===== src/rtl/core/cltw_pkg.sv =====
// ----------------------------------------------------------------------------
// cltw_pkg: shared types and constants of the character LCD text writer
// Holds the channel payload structs, the action codes, the register indexes
// and the job record that passes from the front part to the back part.
// ----------------------------------------------------------------------------
package cltw_pkg;

	// Action codes of an input item.
	localparam logic [1:0] ACT_SET_POS = 2'd0;
	localparam logic [1:0] ACT_CHAR    = 2'd1;
	localparam logic [1:0] ACT_CMD     = 2'd2;
	localparam logic [1:0] ACT_NIBBLE  = 2'd3;

	// Configuration register indexes and reset values.
	localparam int unsigned CFG_IDX_W = 1;
	localparam int unsigned CFG_DATA_W = 6;
	localparam logic [CFG_IDX_W-1:0] CFG_COLUMNS = 1'd0;
	localparam logic [CFG_IDX_W-1:0] CFG_ROWS    = 1'd1;
	localparam logic [5:0] COLUMNS_RESET = 6'd16;
	localparam logic [1:0] ROWS_RESET    = 2'd2;

	// Bit positions inside the shift word.
	localparam int unsigned BIT_E  = 3;
	localparam int unsigned BIT_RS = 2;

	// A job carries up to four nibbles (two bytes).
	localparam int unsigned JOB_NIBS  = 4;
	localparam int unsigned NIB_IDX_W = 2;
	localparam int unsigned NIB_CNT_W = 3;

	// Job queue between the front and the back part.
	localparam int unsigned QUEUE_DEPTH = 4;
	localparam int unsigned QPTR_W      = 2;
	localparam int unsigned QCNT_W      = 3;

	typedef struct packed {
		logic [1:0] action;
		logic [1:0] row;
		logic [5:0] col;
		logic [7:0] value;
	} item_t;

	typedef struct packed {
		logic [7:0] shift_word;
		logic       last;
	} word_t;

	typedef struct packed {
		logic [NIB_CNT_W-1:0]           nib_cnt;
		logic [JOB_NIBS-1:0]            rs;
		logic [JOB_NIBS-1:0][3:0]       nibs;
	} job_t;

endpackage


===== src/rtl/core/char_lcd_text_writer_unit.sv =====
// ----------------------------------------------------------------------------
// char_lcd_text_writer_unit: character LCD text writer, 4-bit nibble interface
// Turns text, position and command items into the shift words that drive a
// character display in 4-bit mode through an 8-bit shift register.
// ----------------------------------------------------------------------------
//
//   Channel   Handshake                 Payload            Direction
//   -------   -----------------------   ----------------   ---------
//   item      item_valid / item_ready   cltw_pkg::item_t   in
//   word      word_valid / word_ready   cltw_pkg::word_t   out
//   cfg       cfg_we (no wait)          cfg_index/data     in
//
// An item is taken whenever the job queue has room; it yields
// three to twelve words, or none for a rejected position or a dropped character.
// Words are issued at one per cycle while word_ready is high, so the output port
// sets the sustained rate; each nibble goes out as three words (up to twelve per item).
// Reset clears the cursor to row zero, column zero with text enabled and
// loads 16 columns and 2 rows; it takes effect at once with no clearing pass.
// A stalled word output fills the four-entry job queue before item_ready falls;
// items that produce no words (rejected positions, dropped characters) still
// need a free queue slot to be taken.
//
// The front part checks the position limits, advances the cursor and builds a
// job of up to four nibbles. The back part walks the nibbles of the head job
// and places each word in an output register, so a finished word can wait for
// its transfer while the next one is prepared.
// ----------------------------------------------------------------------------
module char_lcd_text_writer_unit (
	input  logic                            clk,
	input  logic                            arst_n,
	input  logic                            cfg_we,
	input  logic [cltw_pkg::CFG_IDX_W-1:0]  cfg_index,
	input  logic [cltw_pkg::CFG_DATA_W-1:0] cfg_data,
	input  logic                            item_valid,
	output logic                            item_ready,
	input  cltw_pkg::item_t                 item,
	output logic                            word_valid,
	input  logic                            word_ready,
	output cltw_pkg::word_t                 word
);

	// Jobs travel from the front part into the queue and out to the back part.
	logic           job_push;
	cltw_pkg::job_t push_job;
	logic           queue_full;
	logic           job_pop;
	logic           head_valid;
	cltw_pkg::job_t head_job;

	// Front part: takes items, tracks the cursor and holds the registers.
	cltw_front u_front (
		.clk        (clk),
		.arst_n     (arst_n),
		.cfg_we     (cfg_we),
		.cfg_index  (cfg_index),
		.cfg_data   (cfg_data),
		.item_valid (item_valid),
		.item_ready (item_ready),
		.item       (item),
		.queue_full (queue_full),
		.job_push   (job_push),
		.job        (push_job)
	);

	// The queue lets the front keep taking items while words are stalled.
	cltw_queue u_queue (
		.clk        (clk),
		.arst_n     (arst_n),
		.push       (job_push),
		.push_job   (push_job),
		.full       (queue_full),
		.pop        (job_pop),
		.head_valid (head_valid),
		.head_job   (head_job)
	);

	// Back part: emits each nibble as three words and marks the final one.
	cltw_back u_back (
		.clk        (clk),
		.arst_n     (arst_n),
		.job_valid  (head_valid),
		.job        (head_job),
		.job_pop    (job_pop),
		.word_valid (word_valid),
		.word_ready (word_ready),
		.word       (word)
	);

endmodule


===== src/rtl/core/cltw_front.sv =====
// ----------------------------------------------------------------------------
// cltw_front: item classification and cursor tracking
// Holds the configuration registers and the text position, and turns each
// accepted item into a job of nibbles for the back part.
// ----------------------------------------------------------------------------
module cltw_front (
	input  logic                            clk,
	input  logic                            arst_n,
	input  logic                            cfg_we,
	input  logic [cltw_pkg::CFG_IDX_W-1:0]  cfg_index,
	input  logic [cltw_pkg::CFG_DATA_W-1:0] cfg_data,
	input  logic                            item_valid,
	output logic                            item_ready,
	input  cltw_pkg::item_t                 item,
	input  logic                            queue_full,
	output logic                            job_push,
	output cltw_pkg::job_t                  job
);

	logic [5:0] columns_q;
	logic [1:0] rows_q;
	logic [1:0] cursor_row_q;
	logic [5:0] cursor_col_q;
	logic       text_en_q;

	logic       accept;
	logic       set_ok;
	logic       char_ok;
	logic [6:0] next_col;
	logic       wrap;
	logic [1:0] next_row;
	logic       wrap_cmd;
	logic [7:0] set_byte;
	logic [7:0] wrap_byte;
	logic       has_words;

	assign item_ready = !queue_full;
	assign accept     = item_valid && item_ready;

	assign set_ok   = (item.row < rows_q) && (item.col < columns_q);
	assign char_ok  = text_en_q && (cursor_row_q < rows_q);
	assign next_col = {1'b0, cursor_col_q} + 7'd1;
	assign wrap     = next_col >= {1'b0, columns_q};
	assign next_row = cursor_row_q + 2'd1;
	assign wrap_cmd = wrap && (next_row < rows_q);

	// Address command: 0x80 plus the column, plus 0x40 on any row but the first.
	assign set_byte  = {1'b1, item.row != 2'd0, item.col};
	assign wrap_byte = {1'b1, next_row != 2'd0, 6'd0};

	always_comb begin
		job       = '0;
		has_words = 1'b0;
		unique case (item.action)
			cltw_pkg::ACT_SET_POS: begin
				has_words   = set_ok;
				job.nib_cnt = 3'd2;
				job.nibs[0] = set_byte[7:4];
				job.nibs[1] = set_byte[3:0];
			end
			cltw_pkg::ACT_CHAR: begin
				has_words   = char_ok;
				job.nib_cnt = wrap_cmd ? 3'd4 : 3'd2;
				job.rs      = 4'b0011;
				job.nibs[0] = item.value[7:4];
				job.nibs[1] = item.value[3:0];
				job.nibs[2] = wrap_byte[7:4];
				job.nibs[3] = wrap_byte[3:0];
			end
			cltw_pkg::ACT_CMD: begin
				has_words   = 1'b1;
				job.nib_cnt = 3'd2;
				job.nibs[0] = item.value[7:4];
				job.nibs[1] = item.value[3:0];
			end
			cltw_pkg::ACT_NIBBLE: begin
				has_words   = 1'b1;
				job.nib_cnt = 3'd1;
				job.nibs[0] = item.value[3:0];
			end
			default: begin
				has_words = 1'b0;
			end
		endcase
	end

	assign job_push = accept && has_words;

	always_ff @(posedge clk or negedge arst_n) begin
		if (!arst_n) begin
			columns_q <= cltw_pkg::COLUMNS_RESET;
			rows_q    <= cltw_pkg::ROWS_RESET;
		end else if (cfg_we) begin
			if (cfg_index == cltw_pkg::CFG_COLUMNS) begin
				columns_q <= cfg_data[5:0];
			end else if (cfg_index == cltw_pkg::CFG_ROWS) begin
				rows_q <= cfg_data[1:0];
			end
		end
	end

	always_ff @(posedge clk or negedge arst_n) begin
		if (!arst_n) begin
			cursor_row_q <= 2'd0;
			cursor_col_q <= 6'd0;
			text_en_q    <= 1'b1;
		end else if (accept) begin
			if (item.action == cltw_pkg::ACT_SET_POS) begin
				text_en_q <= set_ok;
				if (set_ok) begin
					cursor_row_q <= item.row;
					cursor_col_q <= item.col;
				end
			end else if (item.action == cltw_pkg::ACT_CHAR && char_ok) begin
				if (wrap) begin
					cursor_row_q <= next_row;
					cursor_col_q <= 6'd0;
				end else begin
					cursor_col_q <= next_col[5:0];
				end
			end
		end
	end

endmodule


===== src/rtl/core/cltw_queue.sv =====
// ----------------------------------------------------------------------------
// cltw_queue: job queue between the front and the back part
// A four-entry first-in first-out store of job records.
// ----------------------------------------------------------------------------
module cltw_queue (
	input  logic           clk,
	input  logic           arst_n,
	input  logic           push,
	input  cltw_pkg::job_t push_job,
	output logic           full,
	input  logic           pop,
	output logic           head_valid,
	output cltw_pkg::job_t head_job
);

	cltw_pkg::job_t                    mem_q [cltw_pkg::QUEUE_DEPTH];
	logic [cltw_pkg::QPTR_W-1:0]       wr_ptr_q;
	logic [cltw_pkg::QPTR_W-1:0]       rd_ptr_q;
	logic [cltw_pkg::QCNT_W-1:0]       count_q;

	assign full       = count_q == cltw_pkg::QCNT_W'(cltw_pkg::QUEUE_DEPTH);
	assign head_valid = count_q != '0;
	assign head_job   = mem_q[rd_ptr_q];

	always_ff @(posedge clk) begin
		if (push) begin
			mem_q[wr_ptr_q] <= push_job;
		end
	end

	always_ff @(posedge clk or negedge arst_n) begin
		if (!arst_n) begin
			wr_ptr_q <= '0;
			rd_ptr_q <= '0;
			count_q  <= '0;
		end else begin
			if (push) begin
				wr_ptr_q <= wr_ptr_q + 1'b1;
			end
			if (pop) begin
				rd_ptr_q <= rd_ptr_q + 1'b1;
			end
			if (push && !pop) begin
				count_q <= count_q + 1'b1;
			end else if (pop && !push) begin
				count_q <= count_q - 1'b1;
			end
		end
	end

endmodule


===== src/rtl/core/cltw_back.sv =====
// ----------------------------------------------------------------------------
// cltw_back: nibble sequencer and output register
// Sends each nibble of the head job as three words (E low, high, low) and
// releases the job with its final word.
// ----------------------------------------------------------------------------
module cltw_back (
	input  logic            clk,
	input  logic            arst_n,
	input  logic            job_valid,
	input  cltw_pkg::job_t  job,
	output logic            job_pop,
	output logic            word_valid,
	input  logic            word_ready,
	output cltw_pkg::word_t word
);

	localparam logic [1:0] PH_LOW  = 2'd0;
	localparam logic [1:0] PH_HIGH = 2'd1;
	localparam logic [1:0] PH_DROP = 2'd2;

	logic [1:0]                     phase_q;
	logic [cltw_pkg::NIB_IDX_W-1:0] nib_idx_q;
	logic                           word_valid_q;
	cltw_pkg::word_t                word_q;

	logic                           load;
	logic                           nib_done;
	logic                           job_done;
	logic [3:0]                     nib;
	logic [7:0]                     next_word;

	assign load     = job_valid && (!word_valid_q || word_ready);
	assign nib_done = phase_q == PH_DROP;
	assign job_done = nib_done &&
		({1'b0, nib_idx_q} == job.nib_cnt - 3'd1);
	assign job_pop  = load && job_done;

	assign nib = job.nibs[nib_idx_q];

	always_comb begin
		next_word                   = {nib, 4'b0000};
		next_word[cltw_pkg::BIT_E]  = phase_q == PH_HIGH;
		next_word[cltw_pkg::BIT_RS] = job.rs[nib_idx_q];
	end

	always_ff @(posedge clk or negedge arst_n) begin
		if (!arst_n) begin
			phase_q      <= PH_LOW;
			nib_idx_q    <= '0;
			word_valid_q <= 1'b0;
		end else begin
			if (load) begin
				word_valid_q <= 1'b1;
			end else if (word_ready) begin
				word_valid_q <= 1'b0;
			end
			if (load) begin
				unique case (phase_q)
					PH_LOW:  phase_q <= PH_HIGH;
					PH_HIGH: phase_q <= PH_DROP;
					PH_DROP: phase_q <= PH_LOW;
					default: phase_q <= PH_LOW;
				endcase
				if (job_done) begin
					nib_idx_q <= '0;
				end else if (nib_done) begin
					nib_idx_q <= nib_idx_q + 1'b1;
				end
			end
		end
	end

	always_ff @(posedge clk) begin
		if (load) begin
			word_q.shift_word <= next_word;
			word_q.last       <= job_done;
		end
	end

	assign word_valid = word_valid_q;
	assign word       = word_q;

endmodule


===== config.mk =====
export PLATFORM = sky130hd
export DESIGN_NAME = char_lcd_text_writer_unit
export DESIGN_NICKNAME = d
export VERILOG_FILES = /design/src/rtl/core/cltw_pkg.sv /design/src/rtl/core/char_lcd_text_writer_unit.sv /design/src/rtl/core/cltw_front.sv /design/src/rtl/core/cltw_queue.sv /design/src/rtl/core/cltw_back.sv
export SDC_FILE = /design/constraint.sdc
export NUM_CORES = 1
export LEC_CHECK = 0
export CORE_AREA = 2 2 106 108
export DETAILED_ROUTE_END_ITERATION = 8
export DIE_AREA = 0 0 108 110
export DONT_BUFFER_PORTS = 1
export PLACE_DENSITY = 0.73
export SLEW_MARGIN = 20
export SYNTH_ARGS = -nofsm -noshare
export SYNTH_HDL_FRONTEND = slang
export SYNTH_HIERARCHICAL = 1
export SYNTH_SLANG_ARGS = --single-unit

===== constraint.sdc =====
create_clock -name clk -period 3.1 [get_ports clk]
set_clock_uncertainty 0.1 [all_clocks]
set_input_delay 0.465 -clock clk [delete_from_list [all_inputs] [get_ports clk]]
set_output_delay 0.465 -clock clk [all_outputs]
set_load 0.01 [all_outputs]

==> results.tsv <==
stage	metric	value	unit
die	Initial Util	0.567	
timing	relative slew slack	0.555	
timing	final setup violation count	1	
synthesis	count of yosys warnings during synthesis	6	
hold_path	Hold Crit Depth	2	
place	dpl hpwl	7.20	mm
pwr	Max IR drop VDD	0.453	mV
routing	via count	3194	
cells_and_area	final instance count without filler cells	561	
place	Post-Place Cell Area	0.00627	mm^2
synthesis	most common cell in the netlist	edfxtp_1	
global_routing	global-route wire length before repair	17.8	mm
cells_and_area	FILL cells	754	
die	die footprint	0.0119	mm^2
cts	CTS tree	done	
cts	H-tree Lvls	4	
cells_and_area	Post-Layout Inst Area	0.00696	mm^2
setup_path	WP data required	3400	ps
routing	1st-pass router iterations	6	
setup_path	Worst Path Max Fanout	3	
routing	vias per cell	5.69	
place	cell count after placement	519	
setup_path	setup slack, reg-to-reg	-30	ps
routing	Final ANT Viol Nets	0	
hold_path	Worst Hold Class	input pin to flip-flop	
setup_path	beginning of the critical path	u_queue/rd_ptr_q[0]$_DFFE_PN0P_	
synthesis	Synth top cells by count	edfxtp_1 (99), ha_1 (27), dfrtp_1 (26), inv_1 (24), nand2_1 (22)	
cts	Clock Tree Buf Depth	2	
cts	CTS root buf	clkbuf_8	
cells_and_area	Layout Area Growth over Synthesis	14.9	%
synthesis	number of library cell types mapped by synthesis	65	
setup_path	Worst Path Arrival	3430	ps
die	die height	110	um
cells_and_area	final net count	466	
timing	worst hold slack	51.2	ps
cts	Reg clk slew, reported paths	60	ps
timing	final hold viol count	0	
routing	routed wire length	11.0	mm
status	failing checks	setup timing	
die	# rows	38	
synthesis	Yosys top cell area share	0.490	
place	IO buf count	0	
setup_path	CP Capture Point	u_queue/count_q[1]$_DFFE_PN0P_	
timing	Period minus WS final	3130	ps
pwr	Power Density	883	mW/mm^2
synthesis	Cells after Synth	380	
timing	Final TNS setup	-31.0	ps
routing	Iter 0 DRT Violations	172	
routing	wire length per cell	19.6	um
synthesis	sequential share of the synthesized area	0.611	
cts	clock sink count	128	
timing	unrepaired setup endpoints after global routing	yes	
synthesis	Synth async-reset ratio	0.227	
synthesis	synthesized area per cell	16.0	um^2
timing	Peak Freq	0.319	GHz
status	status	complete, but fails checks	
global_routing	vias in the first global route	3408	
die	core footprint	0.0107	mm^2
timing	Max Transition Viols Final	0	
setup_path	Critical Path Start Type	flip-flop	
die	num ports	41	
synthesis	Synth Flop Type	edfxtp_1	
pwr	total power draw	6.15	mW
synthesis	cell taking the most area after synthesis	edfxtp_1	
setup_path	nature of the critical path endpoint	flip-flop	
die	Die W	108	um
timing	Final Cycle Share	1.01	
setup_path	FF-to-FF path depth	12	
routing	DR DRC count	0	
synthesis	#FFs+latches synth	128	
place	routability cong.	0.767	
cells_and_area	share of cells above drive strength 1	0.235	
job	number of max-cap violations	0	
global_routing	overall routing resource usage	0.207	
global_routing	grt ovf	0	
cts	worst-skew pair later-pin latency	520	ps
setup_path	Critical R2R Launch	u_queue/rd_ptr_q[0]$_DFFE_PN0P_	
synthesis	cell area after synthesis	0.00606	mm^2
setup_path	r2r endpoint	u_queue/count_q[1]$_DFFE_PN0P_	
cts	Num CTS Buffers	17	
cells_and_area	Final Core Density	0.651	
timing	final setup margin	-31.0	ps
cells_and_area	antenna cells	0	
global_routing	largest net degree at the start of global routing	30	
timing	Worst-Margin Slew	666	ps
place	pre-CTS WS	-33.0	ps
global_routing	antenna violations before repair	0	
pwr	static leakage	2.61	nW
synthesis	top cells by area, synth	edfxtp_1 (49%), dfrtp_1 (11%), mux4_2 (6.7%)	
setup_path	critical path class	flip-flop to flip-flop	
synthesis	Post-synth EDFFs	99	
[state kept, by name, indices dropped and copies added (netlist names)]
name                  flops
u_queue/count_q           3
u_back/nib_idx_q          2
u_back/word               7
u_back/word_valid         1
u_front/cursor_col_q      6
u_queue/rd_ptr_q          2
u_front/columns_q         6
u_front/cursor_row_q      2
u_front/text_en_q         1
u_queue/wr_ptr_q          2
u_front/rows_q            2
u_queue/mem_q            92
u_back/phase_q            2
[how the worst min path moves through the flow]
stage               startpoint                             endpoint  slack (ps)
floorplan               arst_n      u_back/nib_idx_q[0]$_DFFE_PN0P_          70
global placement        arst_n       u_queue/count_q[2]$_DFFE_PN0P_          70
detailed placement      arst_n        u_back/phase_q[0]$_DFFE_PN0P_          70
CTS                   item[10]  u_front/cursor_col_q[2]$_DFFE_PN0P_          20
global route          item[10]  u_front/cursor_col_q[2]$_DFFE_PN0P_          20
finish                item[10]  u_front/cursor_col_q[2]$_DFFE_PN0P_          50
[cells in the final DEF, fill, tap and decap left out, types with 2 or more instances in the layout]
master	count
nor3b_1	2
clkinv_1	3
a21o_1	3
nand2b_1	3
mux4_1	9
mux2_2	6
nor4_1	2
a211oi_1	2
a22oi_1	3
o21ai_1	15
o21ai_2	2
nand2_1	22
mux2_1	8
dfrtp_1	26
mux4_2	19
dfstp_2	3
dlygate4sd3_1	7
xnor2_1	4
o21ai_0	2
buf_4	12
and2_1	4
nor2b_1	7
nor2_1	7
xor2_1	9
inv_2	4
buf_12	5
inv_6	3
bufinv_16	3
ha_1	25
edfxtp_1	99
nand3_1	3
inv_1	21
conb_1	10
clkinvlp_4	3
a21oi_1	8
clkbuf_16	16
and3_1	2
[worst max-delay path: stages (launching register included)]
cell,delay [ps]
dfrtp_1,410
buf_6,120
mux4_2,500
inv_2,80
ha_4,200
xnor2_1,120
or3_4,370
nor3_4,140
inv_1,70
ha_2,180
inv_2,50
fa_2,410
mux2_2,270
[area by class of cell]
| class | instances | area, um^2 | area share |
|---|---|---|---|
| clock inverters | 14 | 164 | 0.0235 |
| flip-flops and latches | 128 | 3700 | 0.532 |
| repair buffers | 25 | 272 | 0.0390 |
| well taps | 140 | 175 | 0.0252 |
| inverters | 25 | 93.8 | 0.0135 |
| multi-input cells | 211 | 2140 | 0.307 |
| clock buffers | 18 | 418 | 0.0600 |
[logic make-up (layout without fill, tap and decap cells)]
family	Yosys count	after routing	share of synthesized area
adder cells (fa/ha/maj)	28	28	0.0590
flip-flops	128	128	0.611
other	2	10	0.00124
AO/OA/AOI/OAI	53	53	0.0669
buffers and inverters	49	82	0.0466
multiplexers	42	42	0.136
AND/OR/NAND/NOR	65	65	0.0605
XOR/XNOR	13	13	0.0188
[per-layer routing]
layer | part of all wire | global-route usage | vias up
met1 | 0.42 | 0.272 | 1601
met3 | 0.060 | 0.0500 | 11
met2 | 0.51 | 0.347 | 93
met4 | 0.0097 | 0.0659 | 0
li1 | - | - | 1489
met5 | 0 | 0 | -
[power breakdown]
part / internal [mW] / switching [mW]
logic: 0.891 / 0.842
clock network: 1.22 / 0.709
registers: 2.23 / 0.257
total: 4.34 / 1.81
[what timing repair did]
action,CTS,global route
pin swaps,0,3
hold buffers,8,0
hold endpoints to repair,37,0
endpoints found under the setup margin,1,2
setup buffers,0,2
resized for setup,3,2
(Power assumes the default switching activity.)
